==> src/pirgb_pkg.sv <==
package pirgb_pkg;

	// palette store geometry
	localparam int PAL_ENTRIES = 16;
	localparam int PAL_AW      = $clog2(PAL_ENTRIES);

	// source icon geometry: 32 pixels wide, 8x8 tiles
	localparam int TILES_PER_ROW = 32 >> 3;

	// default depth of the queue between front and back
	localparam int QUEUE_DEPTH_DEF = 4;

	// input mode codes
	localparam logic MODE_LOAD  = 1'b0;
	localparam logic MODE_PIXEL = 1'b1;

	// color for palette index zero
	localparam logic [15:0] COLOR_WHITE = 16'hFFFF;

	typedef enum logic {
		KIND_LOAD,
		KIND_PIXEL
	} kind_t;

	// queue word: loc is the palette address for a load,
	// or the texel index without its low bit for a pixel byte
	typedef struct packed {
		kind_t       kind;
		logic [8:0]  loc;
		logic [15:0] data;
	} que_word_t;

endpackage

==> src/pirgb_front.sv <==
module pirgb_front import pirgb_pkg::*; (
	input  logic        in_valid,
	output logic        in_ready,
	input  logic        mode,
	input  logic [8:0]  index,
	input  logic [15:0] value,
	input  logic        q_full,
	output logic        push,
	output que_word_t   push_word
);

	logic [3:0] tile;
	logic [8:0] texel_base;
	logic       keep;

	// tile number and Morton offset of the even pixel of the pair
	always_comb begin
		tile = 4'(32'(index[8:7]) * TILES_PER_ROW + 32'(index[6:5]));
		// y in odd bits, x in even bits; x bit 0 is added by the back end
		texel_base = {tile, index[4], index[1], index[3], index[0], index[2]};
	end

	// loads past the palette end are taken and dropped
	always_comb begin
		keep = (mode == MODE_PIXEL) || (32'(index) < PAL_ENTRIES);
		in_ready = !q_full;
		push = in_valid && in_ready && keep;
		if (mode == MODE_PIXEL) begin
			push_word.kind = KIND_PIXEL;
			push_word.loc  = texel_base;
		end else begin
			push_word.kind = KIND_LOAD;
			push_word.loc  = index;
		end
		push_word.data = value;
	end

endmodule

==> src/pirgb_queue.sv <==
module pirgb_queue import pirgb_pkg::*; #(
	parameter int DEPTH = QUEUE_DEPTH_DEF
) (
	input  logic      clk,
	input  logic      arst_n,
	input  logic      push,
	input  que_word_t push_word,
	output logic      full,
	input  logic      pop,
	output logic      head_valid,
	output que_word_t head_word
);

	localparam int AW = (DEPTH > 1) ? $clog2(DEPTH) : 1;
	localparam int CW = $clog2(DEPTH + 1);

	que_word_t      slot_q [DEPTH];
	logic [AW-1:0]  wr_ptr_q;
	logic [AW-1:0]  rd_ptr_q;
	logic [CW-1:0]  count_q;

	assign full       = (count_q == CW'(DEPTH));
	assign head_valid = (count_q != '0);
	assign head_word  = slot_q[rd_ptr_q];

	// pointers and fill count
	always_ff @(posedge clk or negedge arst_n) begin
		if (!arst_n) begin
			wr_ptr_q <= '0;
			rd_ptr_q <= '0;
			count_q  <= '0;
		end else begin
			if (push) begin
				wr_ptr_q <= (wr_ptr_q == AW'(DEPTH - 1)) ? '0 : wr_ptr_q + 1'b1;
			end
			if (pop) begin
				rd_ptr_q <= (rd_ptr_q == AW'(DEPTH - 1)) ? '0 : rd_ptr_q + 1'b1;
			end
			if (push && !pop) begin
				count_q <= count_q + 1'b1;
			end else if (pop && !push) begin
				count_q <= count_q - 1'b1;
			end
		end
	end

	// storage, no reset needed
	always_ff @(posedge clk) begin
		if (push) begin
			slot_q[wr_ptr_q] <= push_word;
		end
	end

endmodule

==> src/pirgb_back.sv <==
module pirgb_back import pirgb_pkg::*; (
	input  logic        clk,
	input  logic        arst_n,
	input  logic        head_valid,
	input  que_word_t   head_word,
	output logic        pop,
	output logic        out_valid,
	input  logic        out_ready,
	output logic [9:0]  texel_index,
	output logic [15:0] color,
	output logic        last
);

	logic [15:0] pal_q [PAL_ENTRIES];
	logic        phase_q;
	logic        out_valid_q;
	logic [9:0]  texel_q;
	logic [15:0] color_q;
	logic        last_q;

	logic        is_load;
	logic        out_free;
	logic        emit;
	logic [3:0]  nib;

	// BGR555 to RGB565, green's top bit copied into its low bit
	function automatic logic [15:0] expand_rgb565(input logic [15:0] w);
		expand_rgb565 = {w[4:0], w[9:5], w[9], w[14:10]};
	endfunction

	// issue control: loads retire at once, pixel bytes take two output slots
	always_comb begin
		is_load  = head_valid && (head_word.kind == KIND_LOAD);
		out_free = !out_valid_q || out_ready;
		emit     = head_valid && (head_word.kind == KIND_PIXEL) && out_free;
		pop      = is_load || (emit && phase_q);
		nib      = phase_q ? head_word.data[7:4] : head_word.data[3:0];
	end

	// palette store, undefined until written
	always_ff @(posedge clk) begin
		if (is_load) begin
			pal_q[head_word.loc[PAL_AW-1:0]] <= head_word.data;
		end
	end

	// pixel phase and output valid
	always_ff @(posedge clk or negedge arst_n) begin
		if (!arst_n) begin
			phase_q     <= 1'b0;
			out_valid_q <= 1'b0;
		end else begin
			if (emit) begin
				phase_q <= !phase_q;
			end
			if (out_free) begin
				out_valid_q <= emit;
			end
		end
	end

	// output payload; palette looked up as the word is loaded
	always_ff @(posedge clk) begin
		if (emit) begin
			texel_q <= {head_word.loc, phase_q};
			color_q <= (nib == '0) ? COLOR_WHITE : expand_rgb565(pal_q[nib[PAL_AW-1:0]]);
			last_q  <= phase_q;
		end
	end

	assign out_valid   = out_valid_q;
	assign texel_index = texel_q;
	assign color       = color_q;
	assign last        = last_q;

endmodule

==> src/paletted_icon_to_swizzled_rgb565_core.sv <==
// Flow: a pixel byte passes through the queue and then the single result register,
//   which delivers one texel per cycle unless out_ready stalls it, so a pixel byte gives its
//   two texels in turn; palette loads retire at once from the queue head and give no word.
// The front accepts an item every cycle while the queue has room.
// Reset: arst_n clears queue pointers, pixel phase and output valid; the palette
//   is not cleared and holds nothing defined until written.
module paletted_icon_to_swizzled_rgb565_core import pirgb_pkg::*; #(
	parameter int QUEUE_DEPTH = QUEUE_DEPTH_DEF
) (
	input  logic        clk,
	input  logic        arst_n,
	input  logic        in_valid,
	output logic        in_ready,
	input  logic        mode,
	input  logic [8:0]  index,
	input  logic [15:0] value,
	output logic        out_valid,
	input  logic        out_ready,
	output logic [9:0]  texel_index,
	output logic [15:0] color,
	output logic        last
);

	logic      q_full;
	logic      push;
	que_word_t push_word;
	logic      pop;
	logic      head_valid;
	que_word_t head_word;

	// decode and classify
	pirgb_front u_front (
		.in_valid  (in_valid),
		.in_ready  (in_ready),
		.mode      (mode),
		.index     (index),
		.value     (value),
		.q_full    (q_full),
		.push      (push),
		.push_word (push_word)
	);

	// decoupling queue
	pirgb_queue #(
		.DEPTH (QUEUE_DEPTH)
	) u_queue (
		.clk        (clk),
		.arst_n     (arst_n),
		.push       (push),
		.push_word  (push_word),
		.full       (q_full),
		.pop        (pop),
		.head_valid (head_valid),
		.head_word  (head_word)
	);

	// palette store and texel output
	pirgb_back u_back (
		.clk         (clk),
		.arst_n      (arst_n),
		.head_valid  (head_valid),
		.head_word   (head_word),
		.pop         (pop),
		.out_valid   (out_valid),
		.out_ready   (out_ready),
		.texel_index (texel_index),
		.color       (color),
		.last        (last)
	);

endmodule

==> config.mk <==
export PLATFORM = sky130hd
export DESIGN_NAME = paletted_icon_to_swizzled_rgb565_core
export DESIGN_NICKNAME = d
export VERILOG_FILES = /design/src/pirgb_pkg.sv /design/src/pirgb_front.sv /design/src/pirgb_queue.sv /design/src/pirgb_back.sv /design/src/paletted_icon_to_swizzled_rgb565_core.sv
export SDC_FILE = /design/constraint.sdc
export NUM_CORES = 1
export LEC_CHECK = 0
export ABC_AREA = 1
export BUFFER_PORTS_ARGS = -buffer_cell sky130_fd_sc_hd__buf_2
export CORE_AREA = 2 2 219 221
export DETAILED_ROUTE_END_ITERATION = 8
export DIE_AREA = 0 0 221 223
export PLACE_DENSITY = 0.55
export SYNTH_ARGS = -nofsm -noshare
export SYNTH_HDL_FRONTEND = slang
export SYNTH_HIERARCHICAL = 1
export SYNTH_SLANG_ARGS = --single-unit
==> constraint.sdc <==
create_clock -name clk -period 3.2 [get_ports clk]
set_clock_uncertainty 0.2 [all_clocks]
set_input_delay 0.16 -clock clk [delete_from_list [all_inputs] [get_ports clk]]
set_output_delay 0.16 -clock clk [all_outputs]
set_load 0.03 [all_outputs]
# ---- Word level (Yosys, flattened, before mapping)
# Memories as Yosys holds them, arrays and structs flattened.
# Index checks and enable logic that the tools add are counted.
dict set report totals {
  out_inout_bits 29
  input_bits 30
  memories 2
  register_bits 36
  ramBits 360
}
# name words width read_ports rd_ports_with_merged_regs write_ports line
set memory_table {}
lappend memory_table {u_back.pal_q 16 16 1 0 1 pirgb_back.sv:14} ;# logic [15:0] pal_q [PAL_ENTRIES];
lappend memory_table {u_queue.slot_q 4 26 1 0 1 pirgb_queue.sv:17} ;# que_word_t slot_q [DEPTH];
dict set report op_classes {
  n_lt_le_gt_ge 1
  addsub 5
  muxes 10
  n_eq_ne 3
  bitwise_logic 1
  reduce_logical 19
}
# op n
set op_table {}
lappend op_table {{$mux W10} 1}
lappend op_table {{$lt A9 B5 Y1 const B} 1}
lappend op_table {{$logic_and A1 B1 Y1} 8}
lappend op_table {{$mux W3} 2}
lappend op_table {{$logic_not A1 Y1} 5}
lappend op_table {{$add A2 B1 Y2 const B} 2}
lappend op_table {{$add A4 B2 Y4} 1}
lappend op_table {{$eq A2 B2 Y1 const B} 2}
lappend op_table {{$logic_not A4 Y1} 1}
lappend op_table {{$mux W1} 4}
lappend op_table {{$mux W2} 2}
lappend op_table {{$mux W4} 1}
lappend op_table {{$add A3 B1 Y3 const B} 1}
lappend op_table {{$eq A3 B3 Y1 const B} 1}
lappend op_table {{$logic_or A1 B1 Y1} 3}
lappend op_table {{$reduce_bool A3 Y1} 1}
lappend op_table {{$sub A3 B1 Y3 const B} 1}
lappend op_table {{$reduce_bool A2 Y1} 1}
lappend op_table {{$not A1 Y1} 1}

# ---- Longest topological paths before layout
# Gate-level depths: netlist of run 1.
dict set report logic_depth {
  ltp_word 8
  mapped_depth 17
  ltp_nobuf 16
}

# ---- By module
# Netlist of run 1, hierarchy kept.
# mod cells_per_inst seq_area_each_um2 area_per_inst_um2 n_inst
set by_module_without_submodules {}
lappend by_module_without_submodules {pirgb_back 1028 7767.4 11180.7 1}
lappend by_module_without_submodules {pirgb_queue 356 3298.2 4794.6 1}
lappend by_module_without_submodules {pirgb_front 41 0.0 249.0 1}

# ---- Worst setup path before layout of run 1
# OpenSTA, ideal clock, no wires.
dict set report synth_timing {
  path_kind {reg2reg}
  from {reg u_queue.rd_ptr_q[0]}
  to {mem u_back.pal_q[10][0], enable pin}
  stages_incl_launch_ff 11
  n_path_buf 2
  required_time_ns 2.614
  path_slack_ns 0.634
  setup_ns 0.386
  t_arrival_ns 1.979
  synth_period_minus_slack_ns 2.566
  cell_sequence {dfrtp_1 > inv_2 > buf_6 > buf_6 > o211ai_2 > nand2_1 > nor2_1 > inv_1 > nor2_1 > nand2_1 > nor2_1}
}
# item line
set synth_rtl {}
lappend synth_rtl {{start, declared} pirgb_queue.sv:19} ;# logic [AW-1:0] rd_ptr_q;
lappend synth_rtl {{start signal, assigned} pirgb_queue.sv:37} ;# rd_ptr_q <= (rd_ptr_q == AW'(DEPTH - 1)) ? '0 : rd_ptr_q + 1'b1;
lappend synth_rtl {{end, declared} pirgb_back.sv:14}

==> results by group, run 1 <==
Final layout
  • Layout fillers: between 4000 and 5000
  • Final #Nets: 1561
  • Multi-input logic area: roughly 0.0035 mm²
  • Register Area: ~0.011 mm²
  • Syn-to-layout area delta: 16.3%
  • Post-route cell area: 0.0187 mm²
  • Commonest non-fill, non-tap cell in the layout: edfxtp_1
  • Share of layout cells above drive strength 1: between 10% and 20%
  • N_diodes: 0
  • Commonest cells after routing, fill and taps aside: 357 x edfxtp_1, 336 x nand2_1, 265 x inv_1, 235 x nand3_1, 59 x buf_4

Timing
  • Fin Setup TNS: 0 ns
  • Tmin final: about 2.9 ns
  • Final hold violations: 0
  • Max_slew headroom: between 40% and 50%
  • Slew @ Worst Pin: 0.763 ns
  • Max Clk Rate: about 350 MHz
  • Period utilization: between 80 and 90%
  • RSZ-0062 raised after global routing: no
  • Max Slew Vio Count: 0
  • Setup ws final: between 0.3 and 0.4 ns
  • # setup viols final: 0

Yosys
  • Post-synthesis average cell area: about 11 µm²
  • Gate Count Post-Synth: roughly 1400
  • Netlist Area Pre-Place: 0.0161 mm²
  • Post-Syn Nets: between 1000 and 1500
  • Synth warn: 6

Floorplan
  • Die Area: roughly 0.049 mm²
  • Num rows: 80
  • Core Area: 0.0471 mm²
  • Starting density of the core: 34.0%
  • Die span in y: 223 µm
  • Io pins: 59
  • DIE WIDTH: ~220 µm

Clocking
  • H-tree levels: 2
  • Num CTS Buffers: slightly above 40
  • Root buffer cell: clkbuf_16
  • Bufs on Longest Clock Path: 3
  • Worst-path clk slew: 0.06 ns
  • Clock latency on the worst-skew pair: approximately 0.56 ns
  • TritonCTS Sinks: between 300 and 400
  • CTS tree: done

Global route
  • Initial antenna violation count: 0
  • Aggregate global-route resource usage: ~15%
  • Largest net degree at the start of global routing: 54
  • First-pass GRT wire length: around 55 mm
  • Vias in the first global route: a little under 10000
  • Total grt overflow: 0

Pwr
  • Peak supply drop: about 680 µV
  • Cell area power density: 1110 mW/mm²
  • Leakage power: 7.78 nW

Setup path
  • Crit end category: register
  • CP Class: register to register
  • WP data required: about 3.5 ns
  • Most frequent CP cell: nand2_1
  • WP buf/inv: 5
  • CP top delay family: buffers and inverters
  • Slowest cell on the critical path: dfrtp_1
  • Largest stage delay on the critical path: roughly 0.42 ns
  • Arrival time at the worst endpoint: 3.10 ns
  • Type of origin of the critical path: register
  • Crit path max fanout: 23
  • Cell Chain, Critical Path: inv_4 -> buf_4 -> nand2_1 -> o211ai_1 -> nand2_1 -> nor2_1 -> inv_1 -> o21ai_0 -> inv_1 -> ha_1 -> inv_1 -> fa_1 -> nand2_1 -> nand2_1

Placed design
  • Dpl hpwl: around 22 mm
  • Final Wtd Congestion: between 0.7 and 0.8
  • Post-DP Area: approximately 0.017 mm²
  • Pre-CTS setup slack: 0.138 ns
  • PortBufs: between 50 and 60

Drt
  • DR vias: 9864
  • Drc violations: 0
  • Post-DRT Antenna Nets: 0
  • Vias/cell: roughly 4.5
  • Routed WL per cell: 16.4 µm
  • DR iter-0 viols: between 600 and 700
  • Drt pass-1 iters: 5
  • Post-detailed-routing wire length: approximately 36 mm

Worst hold path
  • Hold crit path type: primary input to register

Outcome
  • Status: finished, final reports clean

Job
  • Max cap viols: 0
power breakdown:
group	internal [mW]	switching, mW	total [mW]
sequential	6.97	0.244	7.21
combinational	2.78	6.40	9.18
clock	2.52	1.83	4.35
per-layer routing:
metal	vias up	part of all wire, %	global-route usage, %
li1	4889	-	-
met3	66	5.6	3.03
met5	-	0	0
met4	0	3.0	5.24
met2	235	46	23.6
met1	4674	45	19.4
area by class of cell:
cell class / instances / share of cell area [%]
clock buffers: 53 / 5.74
well taps: 615 / 4.12
repair buffers: 154 / 6.31
inverters: 270 / 5.47
multi-input cells: 691 / 18.9
clock inverters: 20 / 0.818
flip-flops and latches: 366 / 58.6
flip-flops by register name, summed over array words and instances (netlist names):
signal	flops
u_queue/wr_ptr_q	2
u_back/phase_q	1
u_back/pal_q	232
u_back/out_valid	1
u_queue/slot_q	100
u_queue/count_q	3
u_queue/rd_ptr_q	2
u_back/color	15
u_back/texel_index	10
final timing paths:
path / from / endpoint / slack [ns] / depth (start not counted)
setup / recovery: u_queue/rd_ptr_q[0] / u_queue/count_q[1] / 0.35 / 14
max in group asynchronous: arst_n / u_queue/count_q[0] / 2.10 / 3
hold reg to reg: u_queue/count_q[2] / u_queue/count_q[2] / 0.29 / 2
setup reg to reg: u_queue/rd_ptr_q[0] / u_queue/count_q[1] / 0.35 / 14
hold / removal: value[1] / u_queue/slot_q[2][1] / 0.15 / 2
min in group asynchronous: arst_n / u_queue/count_q[2] / 0.41 / 3
per-stage QoR:
stage	hold slack, ns	cells	utilization (%)	total power [mW]
after floorplan	-0.336	1413	-	13.5
after global placement	-0.168	2063	36.3	16.4
after detailed placement	-0.169	2063	36.3	16.5
after CTS	0.121	2167	39.5	20.9
after global routing	0.145	2169	39.6	22.2
final	0.152	2169	39.6	20.7
what timing repair did:
action                                 in CTS  in global routing
hold buffers                               31                  0
setup endpoints to repair                   0                 16
resized for setup                           0                  1
endpoints found under the hold margin     113                  0
buffers inserted                            0                  2
Power figures use the tool's default switching activity.
==> run 2: changes to the inputs <==
- PLACE_DENSITY: 0.55 -> default
- clock period: 3.2 -> 2.7 ns (I/O delays scaled with it)
==> results by group, run 2 (synthesized netlist as in run 1, its figures left out) <==
Setup path
  • CP Class: register to register
  • Crit end category: register
  • Cell Chain, Critical Path: clkinv_4 -> buf_12 -> o211ai_1 -> nand2_1 -> inv_2 -> nor2_1 -> nor2_4 -> buf_4 -> nand3_1 -> nand3_1 -> nand3_1 -> nand2_1 -> inv_1
  • Largest stage delay on the critical path: 0.42 ns (about the same)
  • Type of origin of the critical path: register
  • CP top delay family: simple AND/OR/NAND/NOR gates
  • Most frequent CP cell: nand3_1
  • Crit path max fanout: 28 (+22%)
  • Arrival time at the worst endpoint: 2.60 ns (-0.50 ns)
  • WP buf/inv: 5 (unchanged)
  • WP data required: 2.80 ns (-0.65 ns)
  • Slowest cell on the critical path: dfrtp_2

Final layout
  • Commonest cells after routing, fill and taps aside: 357 x edfxtp_1, 335 x nand2_1, 264 x inv_1, 235 x nand3_1, 57 x buf_2
  • Final #Nets: 1579 (+1.2%)
  • N_diodes: 0 (unchanged)
  • Max FFs per register: 232 (unchanged)
  • Layout fillers: 4415 (-0.70%)
  • Syn-to-layout area delta: 18.9%
  • Post-route cell area: 0.0191 mm² (+2.2%)
  • Post-layout util: 40.5% (+0.88 points)
  • Commonest non-fill, non-tap cell in the layout: edfxtp_1
  • Share of layout cells above drive strength 1: 16.7% (+1.0 points)

Drt
  • DR iter-0 viols: 774 (+24%)
  • Drt pass-1 iters: 5 (unchanged)
  • Post-DRT Antenna Nets: 0 (unchanged)
  • DR vias: 10200 (+3.5%)
  • Drc violations: 0 (unchanged)
  • Routed WL per cell: 16.7 µm (+1.6%)
  • Post-detailed-routing wire length: 36.6 mm (+2.5%)
  • Vias/cell: 4.67 (+2.6%)

Pwr
  • Power Total: 25.5 mW (+23%)
  • P_sw: 10.4 mW (+22%)
  • Pint: 15.1 mW (+23%)
  • Sw Ratio: 40.6% (-0.25 points)
  • Sequential fraction of design power: 33.6% (-1.2 points)
  • Combinational Power Share: 46.8% (+2.5 points)
  • Cell area power density: 1340 mW/mm² (+20%)
  • Peak supply drop: 705 µV (+4.4%)
  • Leakage power: 7.95 nW (+2.3%)
  • Clock share of power: 19.6% (-1.4 points)

Timing
  • Max_slew headroom: 53.1% (+4.0 points)
  • Final hold violations: 0 (unchanged)
  • Tmin final: 2.50 ns (-0.357 ns)
  • Fin Setup TNS: 0 ns (unchanged)
  • RSZ-0062 raised after global routing: no
  • # setup viols final: 0 (unchanged)
  • Slew @ Worst Pin: 0.702 ns (-0.0603 ns)
  • Max Slew Vio Count: 0 (unchanged)
  • Max Clk Rate: 401 MHz (+14%)
  • Period utilization: 92.5% (+3.3 points)

Global route
  • Aggregate global-route resource usage: 14.7% (+0.11 points)
  • Initial antenna violation count: 1 (+1)
  • Vias in the first global route: 9751 (+1.5%)
  • Largest net degree at the start of global routing: 50 (-7.4%)
  • First-pass GRT wire length: 55.9 mm (+1.1%)
  • Total grt overflow: 0 (unchanged)

Clocking
  • Bufs on Longest Clock Path: 3 (unchanged)
  • Root buffer cell: clkbuf_16
  • Worst-path clk slew: 0.06 ns (about the same)
  • Num CTS Buffers: 40 (-2.4%)
  • H-tree levels: 2 (unchanged)
  • Clock latency on the worst-skew pair: 0.54 ns (-0.02 ns)
  • CTS tree: done
  • TritonCTS Sinks: 366 (unchanged)

Outcome
  • Status: finished, final reports clean

Floorplan
  • Die span in y: 223 µm (unchanged)
  • Starting density of the core: 34.0% (unchanged)
  • Num rows: 80 (unchanged)
  • Io pins: 59 (unchanged)
  • Core Area: 0.0471 mm² (unchanged)
  • DIE WIDTH: 221 µm (unchanged)
  • Die Area: 0.0493 mm² (unchanged)

Placed design
  • PortBufs: 57 (unchanged)
  • Dpl hpwl: 22.1 mm (+2.8%)
  • Final Wtd Congestion: 0.783 (+1.5%)
  • Post-DP Area: 0.0175 mm² (+2.1%)

Worst hold path
  • Hold crit path type: primary input to register

Job
  • Max cap viols: 0 (unchanged)
[run 2: cell count changes in the layout (fill, tap and decap cells not counted), moves of 2 or more]
cell      delta
buf_12      +21
buf_4        -7
buf_6        +2
clkbuf_1     -2
clkinv_1     +3
clkinv_2     +2
dfrtp_1      -2
dfrtp_2      +2
nor2_1       +3
nor2_2       -3
[run 2: cell type report]
class / count / area [µm²] / area share (%)
flip-flops and latches: 366 / 10900 / 57.4
clock buffers: 51 / 1060 / 5.57
clock inverters: 22 / 131 / 0.688
repair buffers: 172 / 1610 / 8.43
repair inverters: 1 / 5.00 / 0.0262
inverters: 270 / 1020 / 5.36
multi-input cells: 691 / 3530 / 18.5
well taps: 615 / 769 / 4.03
[run 2: power by group through the flow]
| stage | Sequential [mW] | Combinational (mW) | Clock [mW] |
|---|---|---|---|
| finish | 8.55 | 11.9 | 5.00 |
| global route | 8.64 | 13.2 | 5.35 |
| CTS | 8.56 | 11.7 | 5.12 |
| detailed placement | 8.67 | 11.7 | 0 |
| global placement | 8.64 | 11.4 | 0 |
| floorplan | 9.02 | 6.93 | 0 |
[run 2: through the flow]
stage / std cells / hold slack (ns) / worst slack (ns)
2_1_floorplan: 1413 / -0.361 / 0.134
3_3_place_gp: 2077 / -0.193 / 0.0711
3_5_place_dp: 2077 / -0.188 / 0.0271
4_1_cts: 2181 / 0.118 / 0.0180
5_1_grt: 2188 / 0.126 / 0.0132
6_report: 2188 / 0.144 / 0.203
[run 2: worst paths after layout]
| path | from | endpoint | slack (ns) | cells past startpoint |
|---|---|---|---|---|
| setup / recovery | u_queue/rd_ptr_q[0] | u_back/color[15] | 0.20 | 13 |
| hold / removal | value[12] | u_queue/slot_q[0][12] | 0.14 | 2 |
| setup reg to reg | u_queue/rd_ptr_q[0] | u_back/color[15] | 0.20 | 13 |
| hold reg to reg | u_queue/count_q[2] | u_queue/count_q[2] | 0.27 | 2 |
| max in group asynchronous | arst_n | u_queue/rd_ptr_q[1] | 1.55 | 3 |
| min in group asynchronous | arst_n | u_back/out_valid | 0.41 | 3 |
[run 2: worst register-to-register path, delay by kind of cell, from the launching register on]
family          cells  cell delay [ns]
buf+inv             5             0.62
compound gates      1             0.16
simple gates        7             0.87
flops               1             0.42
[run 2: layer usage]
metal | vias to the layer above | global-route usage (%) | share of wire, %
met4 | 0 | 4.63 | 2.4
met3 | 64 | 2.96 | 6.3
li1 | 4933 | - | -
met5 | - | 0 | 0
met1 | 4931 | 19.3 | 43
met2 | 286 | 24.6 | 48
[run 2: what timing repair did]
item,CTS,global route
buffers inserted,0,5
setup endpoints to repair,0,26
hold buffers,31,0
endpoints found under the hold margin,113,0
gates resized for setup,0,11
